[src/apspj_pkg.sv]
// Package with the types, constants and codes of the shortest path core.
`timescale 1ns / 1ps
`default_nettype none
package apspj_pkg;
	localparam int MAX_VERTICES = 16;
	localparam int MAX_EDGES    = 64;
	localparam int VIDX_W       = $clog2(MAX_VERTICES);
	localparam int EIDX_W       = $clog2(MAX_EDGES);
	localparam int ECNT_W       = $clog2(MAX_EDGES + 1);
	localparam int VCNT_W       = 5;
	localparam int TIDX_W       = 2 * VIDX_W;
	localparam int DIST_W       = 32;
	localparam logic signed [DIST_W-1:0] UNREACHABLE = 32'sd1000000000;

	localparam logic [1:0] OP_ADD   = 2'd0;
	localparam logic [1:0] OP_RUN   = 2'd1;
	localparam logic [1:0] OP_QUERY = 2'd2;
	localparam logic [1:0] OP_CLEAR = 2'd3;

	localparam logic [1:0] ST_OK      = 2'd0;
	localparam logic [1:0] ST_FULL    = 2'd1;
	localparam logic [1:0] ST_CYCLE   = 2'd2;
	localparam logic [1:0] ST_NOT_RUN = 2'd3;

	typedef struct packed {
		logic [1:0]         opcode;
		logic [4:0]         edge_from;
		logic [4:0]         edge_to;
		logic signed [15:0] edge_weight;
		logic [4:0]         query_row;
		logic [4:0]         query_col;
	} req_t;

	typedef struct packed {
		logic [1:0]               status;
		logic signed [DIST_W-1:0] distance;
	} rsp_t;

	typedef struct packed {
		logic [4:0]         src;
		logic [4:0]         dst;
		logic signed [15:0] w;
	} edge_t;

	typedef enum logic [1:0] {PH_POT, PH_CHK, PH_SRC} phase_t;

	typedef enum logic [1:0] {OUT_ADD, OUT_ZERO, OUT_RUN, OUT_QUERY} out_sel_t;

	typedef enum logic [3:0] {
		S_IDLE, S_QRD, S_CLR, S_PASS, S_ERD, S_EVAL, S_EUPD,
		S_CHKD, S_SINIT, S_RRD, S_RWR, S_DONE
	} state_t;

	typedef struct packed {
		logic              add_edge;
		logic              clear_edges;
		logic              query;
		logic              run_start;
		logic              set_ready;
		logic              set_cycle;
		logic              reach_all;
		logic              val_clr;
		logic              src_init;
		logic              edge_rd;
		logic              val_rd;
		logic              relax_wr;
		logic              row_rd;
		logic              row_wr;
		logic              out_ld;
		out_sel_t          out_sel;
		logic [EIDX_W-1:0] k;
		logic [VIDX_W-1:0] s;
		logic [VIDX_W-1:0] t;
	} cmd_t;

	typedef struct packed {
		logic [ECNT_W-1:0] edge_total;
		logic [VCNT_W-1:0] n;
		logic              relax;
		logic              cycle;
	} sts_t;
endpackage
`default_nettype wire

[src/apspj_ctrl.sv]
// Controller: request handshake, result valid and the run sequencer.
`timescale 1ns / 1ps
`default_nettype none
module apspj_ctrl (
	input  wire logic            clk,
	input  wire logic            arst_n,
	input  wire logic            req_valid,
	output logic                 req_ready,
	input  wire logic [1:0]      opcode,
	output logic                 rsp_valid,
	input  wire logic            rsp_ready,
	input  wire apspj_pkg::sts_t sts,
	output apspj_pkg::cmd_t      cmd
);
	import apspj_pkg::*;

	state_t            state_q, state_d;
	phase_t            phase_q, phase_d;
	logic [EIDX_W-1:0] k_q, k_d;
	logic [VCNT_W-1:0] r_q, r_d;
	logic [VIDX_W-1:0] s_q, s_d;
	logic [VIDX_W-1:0] t_q, t_d;
	logic              rsp_valid_q;
	logic              pass_end;

	assign req_ready = (state_q == S_IDLE) && (!rsp_valid_q || rsp_ready);
	assign rsp_valid = rsp_valid_q;

	always_ff @(posedge clk or negedge arst_n) begin
		if (!arst_n) begin
			state_q     <= S_IDLE;
			phase_q     <= PH_POT;
			k_q         <= '0;
			r_q         <= '0;
			s_q         <= '0;
			t_q         <= '0;
			rsp_valid_q <= 1'b0;
		end else begin
			state_q <= state_d;
			phase_q <= phase_d;
			k_q     <= k_d;
			r_q     <= r_d;
			s_q     <= s_d;
			t_q     <= t_d;
			if (cmd.out_ld) begin
				rsp_valid_q <= 1'b1;
			end else if (rsp_ready) begin
				rsp_valid_q <= 1'b0;
			end
		end
	end

	always_comb begin
		state_d  = state_q;
		phase_d  = phase_q;
		k_d      = k_q;
		r_d      = r_q;
		s_d      = s_q;
		t_d      = t_q;
		pass_end = 1'b0;
		cmd      = '0;
		cmd.out_sel = OUT_ZERO;
		cmd.k    = k_q;
		cmd.s    = s_q;
		cmd.t    = t_q;
		unique case (state_q)
			S_IDLE: begin
				if (req_valid && req_ready) begin
					unique case (opcode)
						OP_ADD: begin
							cmd.add_edge = 1'b1;
							cmd.out_ld   = 1'b1;
							cmd.out_sel  = OUT_ADD;
						end
						OP_CLEAR: begin
							cmd.clear_edges = 1'b1;
							cmd.out_ld      = 1'b1;
							cmd.out_sel     = OUT_ZERO;
						end
						OP_QUERY: begin
							cmd.query = 1'b1;
							state_d   = S_QRD;
						end
						OP_RUN: begin
							cmd.run_start = 1'b1;
							cmd.reach_all = 1'b1;
							t_d           = '0;
							state_d       = S_CLR;
						end
						default: begin
							state_d = S_IDLE;
						end
					endcase
				end
			end
			S_QRD: begin
				cmd.out_ld  = 1'b1;
				cmd.out_sel = OUT_QUERY;
				state_d     = S_IDLE;
			end
			S_CLR: begin
				cmd.val_clr = 1'b1;
				t_d         = t_q + VIDX_W'(1);
				if (t_q == VIDX_W'(MAX_VERTICES - 1)) begin
					phase_d = PH_POT;
					r_d     = '0;
					state_d = S_PASS;
				end
			end
			S_PASS: begin
				k_d = '0;
				if (sts.edge_total == '0) begin
					pass_end = 1'b1;
				end else begin
					state_d = S_ERD;
				end
			end
			S_ERD: begin
				cmd.edge_rd = 1'b1;
				state_d     = S_EVAL;
			end
			S_EVAL: begin
				cmd.val_rd = 1'b1;
				state_d    = S_EUPD;
			end
			S_EUPD: begin
				if (sts.relax) begin
					if (phase_q == PH_CHK) begin
						cmd.set_cycle = 1'b1;
					end else begin
						cmd.relax_wr = 1'b1;
					end
				end
				if (({1'b0, k_q} + ECNT_W'(1)) < sts.edge_total) begin
					k_d     = k_q + EIDX_W'(1);
					state_d = S_ERD;
				end else begin
					pass_end = 1'b1;
				end
			end
			S_CHKD: begin
				cmd.set_ready = 1'b1;
				if (sts.cycle) begin
					state_d = S_DONE;
				end else begin
					s_d     = '0;
					state_d = S_SINIT;
				end
			end
			S_SINIT: begin
				cmd.src_init = 1'b1;
				r_d          = '0;
				phase_d      = PH_SRC;
				t_d          = '0;
				if (sts.n > VCNT_W'(1)) begin
					state_d = S_PASS;
				end else begin
					state_d = S_RRD;
				end
			end
			S_RRD: begin
				cmd.row_rd = 1'b1;
				state_d    = S_RWR;
			end
			S_RWR: begin
				cmd.row_wr = 1'b1;
				if (({1'b0, t_q} + VCNT_W'(1)) < sts.n) begin
					t_d     = t_q + VIDX_W'(1);
					state_d = S_RRD;
				end else if (({1'b0, s_q} + VCNT_W'(1)) < sts.n) begin
					s_d     = s_q + VIDX_W'(1);
					state_d = S_SINIT;
				end else begin
					state_d = S_DONE;
				end
			end
			S_DONE: begin
				cmd.out_ld  = 1'b1;
				cmd.out_sel = OUT_RUN;
				state_d     = S_IDLE;
			end
			default: begin
				state_d = S_IDLE;
			end
		endcase

		if (pass_end) begin
			unique case (phase_q)
				PH_POT: begin
					state_d = S_PASS;
					if ((r_q + VCNT_W'(1)) < sts.n) begin
						r_d = r_q + VCNT_W'(1);
					end else begin
						phase_d = PH_CHK;
					end
				end
				PH_CHK: begin
					state_d = S_CHKD;
				end
				PH_SRC: begin
					if ((r_q + VCNT_W'(1)) < (sts.n - VCNT_W'(1))) begin
						r_d     = r_q + VCNT_W'(1);
						state_d = S_PASS;
					end else begin
						t_d     = '0;
						state_d = S_RRD;
					end
				end
				default: begin
					state_d = S_IDLE;
				end
			endcase
		end
	end
endmodule
`default_nettype wire

[config.mk]
export PLATFORM = sky130hd
export DESIGN_NAME = apspj_ctrl
export DESIGN_NICKNAME = d
export VERILOG_FILES = /design/src/apspj_pkg.sv /design/src/apspj_ctrl.sv
export SDC_FILE = /design/constraint.sdc
export NUM_CORES = 1
export LEC_CHECK = 0
export ABC_AREA = 1
export ABC_CLOCK_PERIOD_IN_PS = 2600
export BUFFER_PORTS_ARGS = -buffer_cell sky130_fd_sc_hd__buf_2
export CORE_ASPECT_RATIO = 1.25
export CORE_UTILIZATION = 45
export DETAILED_ROUTE_END_ITERATION = 8
export PLACE_DENSITY = 0.68
export RECOVER_POWER = 50
export SETUP_SLACK_MARGIN = 0.05
export SYNTH_ARGS = -nofsm -noshare
export SYNTH_HDL_FRONTEND = slang
export SYNTH_SLANG_ARGS = --single-unit
[constraint.sdc]
create_clock -name clk -period 2.6 [get_ports clk]
set_input_delay 0.52 -clock clk [delete_from_list [all_inputs] [get_ports clk]]
set_output_delay 0.52 -clock clk [all_outputs]
set_load 0.01 [all_outputs]
==> impl_metrics.tcl <==
set metrics [dict create \
    status "finished, final reports clean" \
    cp.arrival_ps 2490 \
    synth_top_area_frac 0.2512 \
    routed.top_layer "met4" \
    grt_pass1_vias 2485 \
    grt_first_pass_wirelength_um 10600 \
    grt_util_all_layers 0.2122 \
    first_pass_iters 4 \
    grt-ovfl-total 0 \
    clock-root-buffer "clkbuf_8" \
    final_nets 496 \
    clk_transition_reported_paths_ps 100 \
    synthAdderAreaFrac 0.1546 \
    numClockSinks 26 \
    reg2regPathDepth 12 \
    viasPerCell 5.114 \
    avgSynthCellArea_sq_um 6.727 \
    slew_viol_final 0 \
    initial_core_util 0.4726 \
    syn-num-nets 437 \
    synth_xor_area_frac 0.03720 \
    synth_compound_area_frac 0.07874 \
    dr_total_vias 2593 \
    rows 30 \
    die_h_um 86.82 \
    hold_buffers 0 \
    cts_resized 0 \
    p_per_area_nw_per_um2 697.0 \
    area_growth_pct 15.94 \
    min_to "rsp_valid" \
    tightestPinTransition_ps 1475 \
    final_cell_mix "nand2_1, inv_1, nor2_1" \
    port_buffers 52 \
    clock_skew_ps 8.770 \
    fin_setup_tns_ps 0 \
    synth-simple-area-share 0.3768 \
    cap_violations 0 \
    max_freq_ghz 0.4312 \
    drt_iter0_markers 155 \
    drive_above_1_share 0.1490 \
    yosysWarnings 0 \
    synth.area.mux_share 0 \
    synth_area_leader_cell "dfrtp_1" \
    postCtsSetupBuffers 0 \
    grt_start_max_net_pins 27 \
    ant_nets 0 \
    cts_buffers 3 \
    setup_violations 0 \
    die-area_sq_um 6065 \
    cts_tree "yes" \
    fp.coreArea_sq_um 5480 \
    clk_path_buf_depth 2 \
    rr_startpoint "k_q[0]" \
    yosysSeqAreaShare 0.2512 \
    synth_seq_cells 26 \
    fp.dieW_um 69.86 \
    worstSkewPairLatency_ps 280 \
    grt_setup_unrepaired "false" \
    irDropWorstVdd_v 0.0003141 \
    ys_types 32 \
    period_minus_slack_ps 2319 \
    criticalPathCategory "reg2reg" \
    ioPinCount 53 \
    hold_class "in2reg" \
    wl_met2_um 2926 \
    hp-start "rsp_ready" \
    hpwl_um 5014 \
    synth_area_sq_um 2590 \
    worstPathRequired_ps 2770 \
    fin_ws_ps 280.9 \
    final_common_cell "nand2_1" \
    start_kind "register" \
    cp_max_fo 10 \
    synthCells 385 \
    leakagePower_nw 1.736 \
    htree_levels 1 \
    holdPathStages 4 \
    gp_congestion 0.8875 \
    end_kind "register" \
    hold_violations 0 \
    synthTopCellsByArea "dfrtp_1, ha_1, nand2_1" \
    met1_length_um 2715 \
    rr_endpoint "r_q[3]" \
    wl_per_cell_um 11.90 \
    finalCritPeriodShare 0.8920 \
    place_area_sq_um 2942 \
    routed_wl_um 6032 \
    antenna_found_initial 0 \
    synth_top_family_by_area "simple AND/OR/NAND/NOR gates" \
    slew_headroom 0.01667 \
    diodes 0 \
    holdWs_ps 523.4 \
    pre_cts_ws_ps 204.9 \
    wl_met3_um 309 \
    fin_area_sq_um 3003 \
    reg2reg_slack_ps 280 \
    route.detailed.drc 0 \
]
flip-flops by register name (all words and copies together) (netlist names):
register	flops
phase_q	2
s_q	4
k_q	6
rsp_valid	1
state_q	4
t_q	4
r_q	5
cell usage after synthesis:
master	count
nor4_1	2
nor3b_1	1
o21ai_0	13
ha_1	32
a31oi_1	3
inv_1	60
nor2_1	42
nand3b_1	4
nand3_1	30
buf_4	1
o21ai_4	1
nand4_1	7
dfrtp_1	26
nor3_1	6
a21o_1	1
o21ai_1	1
nand3b_4	1
o21a_1	1
nand2_4	3
nand2_1	105
clkinv_1	1
a21oi_1	14
xor2_1	9
o21bai_1	1
nor3b_2	1
inv_2	4
buf_6	1
nand2_2	4
xnor2_1	2
nor2_4	3
o22ai_1	1
nor2_2	4
where the power goes:
group	internal, W	switching (W)
clock network	0.000206	0.000137
registers	0.000499	0.000123
logic	0.000409	0.000718
total	0.00111	0.000978
worst max-delay path: stages, from the launching register on:
cell and delay, ps:
dfrtp_1 450, ha_1 210, nand3_1 130, nor3b_1 230, ha_1 280, a21o_1 180
nor2_1 130, nand2_1 60, nand2_1 70, nand2_2 70, buf_4 190, a21oi_1 140
nor2_1 70
how the worst max path moves through the flow:
stage | depth (start not counted) | slack, ps | to | start
after floorplan | 12 | 360 | r_q[2] | sts[3]
after global placement | 13 | 250 | r_q[0] | sts[2]
after detailed placement | 15 | 200 | r_q[1] | sts[2]
after CTS | 12 | 270 | r_q[3] | k_q[0]
after global routing | 15 | 50 | r_q[4] | k_q[0]
final | 12 | 280 | r_q[3] | k_q[0]
cell families after synthesis:
kind of cell	Yosys count
compound gates	36
flops	26
simple gates	213
xor+xnor	11
buf+inv	67
fa+ha+maj	32
stage by stage:
stage          cells  power, W    util
3_5_place_dp     503  0.001774  0.5368
6_report         507  0.002093  0.5479
2_1_floorplan    385  0.001417       -
5_1_grt          507  0.002302  0.5479
3_3_place_gp     503  0.001750  0.5368
4_1_cts          507  0.002122  0.5498
metal layers:
| metal | track usage | vias to the layer above |
|---|---|---|
| li1 | - | 1342 |
| met1 | 0.2567 | 1170 |
| met2 | 0.3899 | 73 |
| met3 | 0.02209 | 8 |
| met4 | 0.07273 | 0 |
| met5 | 0 | - |
layout make-up:
type                            instances  area, sq um
Inverter                               65        244.0
Timing Repair Buffer                   56        270.3
Tap cell                               64        80.08
Multi-Input combinational cell        292         1687
Clock inverter                          1        30.03
Sequential cell                        26        650.6
Clock buffer                            3        41.29
Fill cell                             542         2477
Note: power is estimated with default switching activity, not from simulation.
